[src/cdsd_pkg.sv]
// shared types, constants and helpers for the civil date to serial date pipeline
// no dependencies
package cdsd_pkg;

    localparam int YEAR_W   = 14;
    localparam int FIELD_W  = 7;
    localparam int MICRO_W  = 20;
    localparam int STATUS_W = 3;
    localparam int SERIAL_W = 23;
    localparam int TIME_W   = 37;
    localparam int YS_W     = 15;   // shifted year, year + 400 - march start
    localparam int LIN_W    = 24;   // linear day count before bias
    localparam int DOY_W    = 9;
    localparam int SECS_W   = 17;
    localparam int HOUR_W   = 5;

    // status codes
    localparam logic [STATUS_W-1:0] ST_OK         = 3'd0;
    localparam logic [STATUS_W-1:0] ST_BAD_MONTH  = 3'd1;
    localparam logic [STATUS_W-1:0] ST_BAD_DAY    = 3'd2;
    localparam logic [STATUS_W-1:0] ST_BAD_HOUR   = 3'd3;
    localparam logic [STATUS_W-1:0] ST_BAD_MINUTE = 3'd4;
    localparam logic [STATUS_W-1:0] ST_BAD_SECOND = 3'd5;

    // floor(x / 25) = (x * DIV25_MUL) >> DIV25_SH for x below 8192
    localparam logic [12:0] DIV25_MUL = 13'd5243;
    localparam int          DIV25_SH  = 17;

    localparam logic [MICRO_W-1:0] MAX_MICRO   = 20'd999999;
    localparam logic [LIN_W-1:0]   DAY_BIAS    = 24'd839996;  // 146097 + 719468 - 25569
    localparam logic [YS_W-1:0]    YEAR_OFFSET = 15'd400;

    typedef struct packed {
        logic                bad_month;
        logic                bad_hour;
        logic                bad_minute;
        logic                bad_second;
        logic [YEAR_W-1:0]   year;
        logic [3:0]          month;
        logic [FIELD_W-1:0]  day;
        logic [YS_W-1:0]     ys;
        logic [24:0]         p_yr;    // (year / 4) * DIV25_MUL
        logic [24:0]         p_y4;    // (ys / 4) * DIV25_MUL
        logic [22:0]         p_y16;   // (ys / 16) * DIV25_MUL
        logic [SECS_W-1:0]   secs;
        logic [MICRO_W-1:0]  micro;
    } t_s1;

    typedef struct packed {
        logic [STATUS_W-1:0] status;
        logic [LIN_W-1:0]    lin;
        logic [DOY_W-1:0]    doy;     // days into march-based year before the month, plus day of month minus one
        logic [TIME_W-1:0]   t_prod;
        logic [MICRO_W-1:0]  micro;
    } t_s2;

    // days from march 1 to the start of each march-based month
    function automatic logic [DOY_W-1:0] month_start(input logic [3:0] mp);
        logic [DOY_W-1:0] v;
        unique case (mp)
            4'd0:    v = 9'd0;
            4'd1:    v = 9'd31;
            4'd2:    v = 9'd61;
            4'd3:    v = 9'd92;
            4'd4:    v = 9'd122;
            4'd5:    v = 9'd153;
            4'd6:    v = 9'd184;
            4'd7:    v = 9'd214;
            4'd8:    v = 9'd245;
            4'd9:    v = 9'd275;
            4'd10:   v = 9'd306;
            4'd11:   v = 9'd337;
            default: v = 9'd0;
        endcase
        return v;
    endfunction

endpackage

[src/civil_datetime_to_serial_date_unit.sv]
// top level: civil date and time fields to serial day and time of day in microseconds
// depends on cdsd_pkg, cdsd_check, cdsd_calc, cdsd_out
//
// channel  direction  handshake           payload
// -------  ---------  ------------------  -----------------------------------------------
// in       to block   i_valid / o_stall   year month day hour twelve_hour_clock
//                                         after_noon minute second microsecond
// out      from block o_valid / i_stall   status serial_day time_of_day_us
//
// three register stages, check, calc and out; an item's result shows from the out stage register
// one transfer per cycle sustained while i_stall is low, set by the three-stage pipeline with no shared unit
// synchronous active-low reset clears the stage valid bits only
// a stage moves when it is empty or the next one moves, so bubbles are squeezed out
// o_stall rises only when all three stages hold items and the output is stalled
module civil_datetime_to_serial_date_unit (
    input  logic                                 i_clk,
    input  logic                                 i_rst_n,
    // input channel
    input  logic                                 i_valid,
    output logic                                 o_stall,
    input  logic [cdsd_pkg::YEAR_W-1:0]          i_year,
    input  logic [cdsd_pkg::FIELD_W-1:0]         i_month,
    input  logic [cdsd_pkg::FIELD_W-1:0]         i_day,
    input  logic [cdsd_pkg::FIELD_W-1:0]         i_hour,
    input  logic                                 i_twelve_hour_clock,
    input  logic                                 i_after_noon,
    input  logic [cdsd_pkg::FIELD_W-1:0]         i_minute,
    input  logic [cdsd_pkg::FIELD_W-1:0]         i_second,
    input  logic [cdsd_pkg::MICRO_W-1:0]         i_microsecond,
    // output channel
    output logic                                 o_valid,
    input  logic                                 i_stall,
    output logic [cdsd_pkg::STATUS_W-1:0]        o_status,
    output logic signed [cdsd_pkg::SERIAL_W-1:0] o_serial_day,
    output logic [cdsd_pkg::TIME_W-1:0]          o_time_of_day_us
);
    import cdsd_pkg::*;

    logic v1;
    logic v2;
    logic v3;
    logic en1;
    logic en2;
    logic en3;
    t_s1  s1;
    t_s2  s2;

    // stage advance chain, output end first
    assign en3     = !v3 || !i_stall;
    assign en2     = !v2 || en3;
    assign en1     = !v1 || en2;
    assign o_stall = !en1;
    assign o_valid = v3;

    // range checks, hour fixup, reciprocal products for the year divisions
    cdsd_check u_check (
        .i_clk               (i_clk),
        .i_rst_n             (i_rst_n),
        .i_en                (en1),
        .i_valid             (i_valid),
        .i_year              (i_year),
        .i_month             (i_month),
        .i_day               (i_day),
        .i_hour              (i_hour),
        .i_twelve_hour_clock (i_twelve_hour_clock),
        .i_after_noon        (i_after_noon),
        .i_minute            (i_minute),
        .i_second            (i_second),
        .i_microsecond       (i_microsecond),
        .o_valid             (v1),
        .o_data              (s1)
    );

    // leap rule, month length, status priority, linear day count, seconds to microseconds
    cdsd_calc u_calc (
        .i_clk   (i_clk),
        .i_rst_n (i_rst_n),
        .i_en    (en2),
        .i_valid (v1),
        .i_data  (s1),
        .o_valid (v2),
        .o_data  (s2)
    );

    // epoch bias, fraction add, error zeroing; doubles as the output register
    cdsd_out u_out (
        .i_clk            (i_clk),
        .i_rst_n          (i_rst_n),
        .i_en             (en3),
        .i_valid          (v2),
        .i_data           (s2),
        .o_valid          (v3),
        .o_status         (o_status),
        .o_serial_day     (o_serial_day),
        .o_time_of_day_us (o_time_of_day_us)
    );

endmodule

[src/cdsd_check.sv]
// first stage: field range checks, hour fixup, time of day seconds, divider products
// depends on cdsd_pkg
module cdsd_check (
    input  logic                           i_clk,
    input  logic                           i_rst_n,
    input  logic                           i_en,
    input  logic                           i_valid,
    input  logic [cdsd_pkg::YEAR_W-1:0]    i_year,
    input  logic [cdsd_pkg::FIELD_W-1:0]   i_month,
    input  logic [cdsd_pkg::FIELD_W-1:0]   i_day,
    input  logic [cdsd_pkg::FIELD_W-1:0]   i_hour,
    input  logic                           i_twelve_hour_clock,
    input  logic                           i_after_noon,
    input  logic [cdsd_pkg::FIELD_W-1:0]   i_minute,
    input  logic [cdsd_pkg::FIELD_W-1:0]   i_second,
    input  logic [cdsd_pkg::MICRO_W-1:0]   i_microsecond,
    output logic                           o_valid,
    output cdsd_pkg::t_s1                  o_data
);
    import cdsd_pkg::*;

    logic              r_valid;
    t_s1               r_data;
    t_s1               n_data;
    logic [HOUR_W-1:0] h12;
    logic [HOUR_W-1:0] h24;
    logic              early;   // january or february count with the prior year

    always_comb begin
        early = (i_month <= 7'd2);

        if (i_hour == 7'd12) begin
            h12 = '0;
        end else begin
            h12 = i_hour[HOUR_W-1:0];
        end
        if (i_after_noon) begin
            h12 = h12 + 5'd12;
        end

        n_data.bad_month  = (i_month == 7'd0) || (i_month > 7'd12);
        if (i_twelve_hour_clock) begin
            n_data.bad_hour = (i_hour == 7'd0) || (i_hour > 7'd12);
            h24             = h12;
        end else begin
            n_data.bad_hour = (i_hour > 7'd23);
            h24             = i_hour[HOUR_W-1:0];
        end
        n_data.bad_minute = (i_minute > 7'd59);
        n_data.bad_second = (i_second > 7'd59);

        n_data.year  = i_year;
        n_data.month = i_month[3:0];
        n_data.day   = i_day;
        n_data.ys    = {1'b0, i_year} + YEAR_OFFSET - {14'd0, early};

        n_data.p_yr  = {13'd0, i_year[YEAR_W-1:2]} * {12'd0, DIV25_MUL};
        n_data.p_y4  = {12'd0, n_data.ys[YS_W-1:2]} * {12'd0, DIV25_MUL};
        n_data.p_y16 = {12'd0, n_data.ys[YS_W-1:4]} * {10'd0, DIV25_MUL};

        n_data.secs = {12'd0, h24} * 17'd3600
                    + {11'd0, i_minute[5:0]} * 17'd60
                    + {11'd0, i_second[5:0]};
        n_data.micro = (i_microsecond > MAX_MICRO) ? MAX_MICRO : i_microsecond;
    end

    always_ff @(posedge i_clk) begin
        if (!i_rst_n) begin
            r_valid <= 1'b0;
        end else if (i_en) begin
            r_valid <= i_valid;
        end
    end

    always_ff @(posedge i_clk) begin
        if (i_en) begin
            r_data <= n_data;
        end
    end

    assign o_valid = r_valid;
    assign o_data  = r_data;

endmodule

[src/cdsd_calc.sv]
// second stage: leap year and day check, status priority, linear day count, time product
// depends on cdsd_pkg
module cdsd_calc (
    input  logic            i_clk,
    input  logic            i_rst_n,
    input  logic            i_en,
    input  logic            i_valid,
    input  cdsd_pkg::t_s1   i_data,
    output logic            o_valid,
    output cdsd_pkg::t_s2   o_data
);
    import cdsd_pkg::*;

    logic              r_valid;
    t_s2               r_data;
    t_s2               n_data;
    logic [7:0]        q100;
    logic [YEAR_W-1:0] rem100;
    logic              leap;
    logic [4:0]        mlen;
    logic              bad_day;
    logic [3:0]        mp;

    always_comb begin
        q100   = i_data.p_yr[DIV25_SH+7:DIV25_SH];
        rem100 = i_data.year - {6'd0, q100} * 14'd100;
        leap   = (i_data.year[1:0] == 2'd0) && ((rem100 != '0) || (q100[1:0] == 2'd0));

        unique case (i_data.month)
            4'd4, 4'd6, 4'd9, 4'd11: mlen = 5'd30;
            4'd2:                    mlen = leap ? 5'd29 : 5'd28;
            default:                 mlen = 5'd31;
        endcase
        bad_day = (i_data.day == 7'd0) || (i_data.day > {2'd0, mlen});

        priority if (i_data.bad_month) begin
            n_data.status = ST_BAD_MONTH;
        end else if (bad_day) begin
            n_data.status = ST_BAD_DAY;
        end else if (i_data.bad_hour) begin
            n_data.status = ST_BAD_HOUR;
        end else if (i_data.bad_minute) begin
            n_data.status = ST_BAD_MINUTE;
        end else if (i_data.bad_second) begin
            n_data.status = ST_BAD_SECOND;
        end else begin
            n_data.status = ST_OK;
        end

        // 365*y + y/4 - y/100 + y/400 on the offset year
        n_data.lin = {9'd0, i_data.ys} * 24'd365
                   + {11'd0, i_data.ys[YS_W-1:2]}
                   - {16'd0, i_data.p_y4[DIV25_SH+7:DIV25_SH]}
                   + {18'd0, i_data.p_y16[DIV25_SH+5:DIV25_SH]};

        mp         = (i_data.month > 4'd2) ? i_data.month - 4'd3 : i_data.month + 4'd9;
        n_data.doy = month_start(mp) + {2'd0, i_data.day} - 9'd1;

        n_data.t_prod = {20'd0, i_data.secs} * 37'd1000000;
        n_data.micro  = i_data.micro;
    end

    always_ff @(posedge i_clk) begin
        if (!i_rst_n) begin
            r_valid <= 1'b0;
        end else if (i_en) begin
            r_valid <= i_valid;
        end
    end

    always_ff @(posedge i_clk) begin
        if (i_en) begin
            r_data <= n_data;
        end
    end

    assign o_valid = r_valid;
    assign o_data  = r_data;

endmodule

[src/cdsd_out.sv]
// third stage: final day sum with epoch bias, time of day sum, zeroing on error
// depends on cdsd_pkg
module cdsd_out (
    input  logic                            i_clk,
    input  logic                            i_rst_n,
    input  logic                            i_en,
    input  logic                            i_valid,
    input  cdsd_pkg::t_s2                   i_data,
    output logic                            o_valid,
    output logic [cdsd_pkg::STATUS_W-1:0]   o_status,
    output logic signed [cdsd_pkg::SERIAL_W-1:0] o_serial_day,
    output logic [cdsd_pkg::TIME_W-1:0]     o_time_of_day_us
);
    import cdsd_pkg::*;

    logic                       r_valid;
    logic [STATUS_W-1:0]        r_status;
    logic signed [SERIAL_W-1:0] r_serial;
    logic [TIME_W-1:0]          r_time;
    logic [LIN_W-1:0]           days;
    logic [TIME_W-1:0]          tod;

    always_comb begin
        days = i_data.lin + {15'd0, i_data.doy} - DAY_BIAS;
        tod  = i_data.t_prod + {17'd0, i_data.micro};
    end

    always_ff @(posedge i_clk) begin
        if (!i_rst_n) begin
            r_valid <= 1'b0;
        end else if (i_en) begin
            r_valid <= i_valid;
        end
    end

    always_ff @(posedge i_clk) begin
        if (i_en) begin
            r_status <= i_data.status;
            if (i_data.status == ST_OK) begin
                r_serial <= signed'(days[SERIAL_W-1:0]);
                r_time   <= tod;
            end else begin
                r_serial <= '0;
                r_time   <= '0;
            end
        end
    end

    assign o_valid          = r_valid;
    assign o_status         = r_status;
    assign o_serial_day     = r_serial;
    assign o_time_of_day_us = r_time;

endmodule

[config.mk]
export PLATFORM = sky130hd
export DESIGN_NAME = civil_datetime_to_serial_date_unit
export DESIGN_NICKNAME = d
export VERILOG_FILES = /design/src/cdsd_pkg.sv /design/src/civil_datetime_to_serial_date_unit.sv /design/src/cdsd_check.sv /design/src/cdsd_calc.sv /design/src/cdsd_out.sv
export SDC_FILE = /design/constraint.sdc
export NUM_CORES = 1
export LEC_CHECK = 0
export BUFFER_PORTS_ARGS = -buffer_cell sky130_fd_sc_hd__buf_2
export CAP_MARGIN = 10
export CORE_ASPECT_RATIO = 1.2
export CORE_MARGIN = 2
export CORE_UTILIZATION = 52
export DETAILED_ROUTE_END_ITERATION = 8
export HOLD_SLACK_MARGIN = 0.08
export PLACE_DENSITY = 0.74
export SLEW_MARGIN = 20
export SYNTH_ARGS = -nofsm -noshare
export SYNTH_HDL_FRONTEND = slang
export SYNTH_SLANG_ARGS = --single-unit
export TNS_END_PERCENT = 50
[constraint.sdc]
create_clock -name i_clk -period 10.9 [get_ports i_clk]
set_input_delay 0 -clock i_clk [delete_from_list [all_inputs] [get_ports i_clk]]
set_output_delay 0 -clock i_clk [all_outputs]
set_load 0.02 [all_outputs]
==> flow_summary.ini <==
[status]
outcome = completed

[worst_setup_path]
r2r_cells = 18
critical_path.top_delay_family = adder cells
crit_arrival_ns = 9.19
cp-end-kind = flip-flop
endpoint = u_check.o_data[84]
cp.depth = 35
cp_slowest_cell = fa_1
crit_start = i_month[6]
max_stage_delay_ns = 0.68
cp-start-kind = primary input
crit_buf_inv = 8
timing.rr.end = u_calc.o_data[56]
worst_path_most_repeated_cell = inv_1
r2r_slack_ns = 4.77
criticalPathCategory = in -> reg
crit_fanout = 7
rr_startpoint = u_check.o_data[24]
required_ns = 11.22

[floorplan]
initial_core_util_pct = 52.4
io_pins = 140
die_x_um = 220
fp.coreArea_sq_mm = 0.0556
row_count = 95
die_area_sq_mm = 0.0579
die_h_um = 263

[yosys]
ys_seq_area_share_pct = 26.2
syn_inst = 2653
synth_edf_count = 252
yosys_warnings = 0
yosysTopAreaCell = edfxtp_1
netlist_area_sq_mm = 0.0291
synth_nets = 3625
synth_top_area_share_pct = 26.0
async_flop_share_pct = 0
synthTopCellsByArea = edfxtp_1, ha_1, fa_1
ys_types = 66
syn_area_per_cell_sq_um = 11.0
ys_seq_elements = 255
synth_ff_type = edfxtp_1

[timing]
fin_tns_setup_ns = 0
finalHoldViolations = 0
fin_crit_ns = 8.88
timing.final.crit_share_pct = 81.4
setup_violations = 0
fmax_ghz = 0.113
worst_pin_slew_ns = 1.04
slew_violations = 0
fin_skew_ns = 0.0140
setup_slack_ns = 2.02
slew_headroom_pct = 30.0
rsz0062_at_grt = no

[detailed_routing]
drtAntennaViolNets = 0
dr.pass1.iters = 5
routed_via_density = 5.26
drc_errors = 0
wl_per_cell_um = 16.3
dr.first_iter.drc_count = 707
wl_um = 59300
vias = 19100

[placement]
dp_hpwl_um = 49600
place_area_sq_mm = 0.0308
io_buffers = 139
place.gp.congestion = 0.891
dp_worst_setup_slack_ns = 1.97

[global_routing]
top_usage_layer = met2
antenna_found_initial = 1
grt_overflow = 0
grt_max_degree = 83
globalRouteMet2Util_pct = 40.5
grt_use_met3_pct = 1.62
grtUsageTotal_pct = 21.2
grt_pass1_wl_um = 99400
grt_pass1_vias = 21100
met1_usage_pct = 24.9

[finish]
drive_gt1_share_pct = 7.53
fill_cells = 4527
stdcell_area_sq_mm = 0.0324
multiInputGateArea_sq_mm = 0.0192
diodes = 0
layout_common_cells = inv_1, ha_1, fa_1, edfxtp_1, buf_2
fin_nets = 3861
regArea_sq_mm = 0.00763
syn_to_final_growth_pct = 11.3
layout_commonest_cell = inv_1

[clock_tree]
clkTransAtPathRegs_ns = 0.07
cts_tree = done
root_buffer = clkbuf_16
cts_buffers = 28
post_cts_buffers = 0
clock_path_buffers = 3
clk_latency_ns = 0.57
hold_buffers = 73
cts_resized = 0
cts_sinks = 255
cts_htree_levels = 1

[worst_hold_path]
hold_path_class = in -> reg

[run]
drv_cap = 0
==> per-stage QoR <==
| stage | hold slack (ns) | util, % | instances |
|---|---|---|---|
| floorplan | 0.0989 | - | 2653 |
| global placement | 0.193 | 55.3 | 3513 |
| detailed placement | 0.193 | 55.3 | 3513 |
| CTS | 0.134 | 58.2 | 3635 |
| global route | 0.161 | 58.3 | 3635 |
| finish | 0.165 | 58.3 | 3635 |
==> metal layers <==
layer  part of all wire [%]  vias to the layer above
met5                      0                        -
met4                    3.0                        0
met3                    2.6                      107
met2                     54                      314
met1                     41                     9391
li1                       -                     9326
==> registers in the layout (all words and copies together) (netlist names) <==
register	cells
u_out.o_serial_day	23
u_out.o_time_of_day_us	37
u_check.o_data	103
u_out.o_status	3
u_calc.o_data	86
u_check.o_valid	1
u_calc.o_valid	1
u_out.o_valid	1
==> final cells by class <==
class / instances / area share (%)
clock inverter: 18 / 0.575
inverter: 596 / 6.91
multi-input combinational: 1784 / 59.3
clock buffer: 31 / 2.20
timing repair buffer: 224 / 4.68
sequential: 255 / 23.5
tap: 727 / 2.81
==> synthesized netlist by cell type, types with 16 or more instances <==
library cell / instances
nand2b_1: 17
o21ai_0: 48
nand3_1: 29
ha_1: 592
fa_1: 305
xnor2_1: 121
and2_1: 24
nor2b_1: 22
nor3_1: 41
o21a_1: 21
nand2_1: 61
o21bai_1: 29
a21o_1: 44
edfxtp_1: 252
xor2_1: 44
and3_1: 16
nor2_1: 106
a21oi_1: 112
clkbuf_1: 16
inv_1: 595
==> cells by family after synthesis <==
group / Yosys count / share of synthesized area [%]
adder cells (fa/ha/maj): 897 / 46.4
buffers and inverters: 614 / 7.91
AND/OR/NAND/NOR: 362 / 6.09
AO/OA/AOI/OAI: 356 / 8.30
flip-flops: 255 / 26.2
XOR/XNOR: 165 / 4.96
multiplexers: 4 / 0.146
==> worst min-delay path by stage <==
stage | from | to | depth (start not counted) | slack, ns
3_5_place_dp | i_year[0] | u_check.o_data[136] | 1 | 0.19
2_1_floorplan | i_day[0] | u_check.o_data[125] | 0 | 0.1
3_3_place_gp | i_year[0] | u_check.o_data[136] | 1 | 0.19
6_report | i_year[0] | u_check.o_data[136] | 2 | 0.16
5_1_grt | i_year[0] | u_check.o_data[136] | 2 | 0.16
4_1_cts | i_year[0] | u_check.o_data[136] | 2 | 0.13
Power is left out: the tool's default activity adds up to more than one toggle a clock period on the data nets, which glitch-free logic cannot reach.
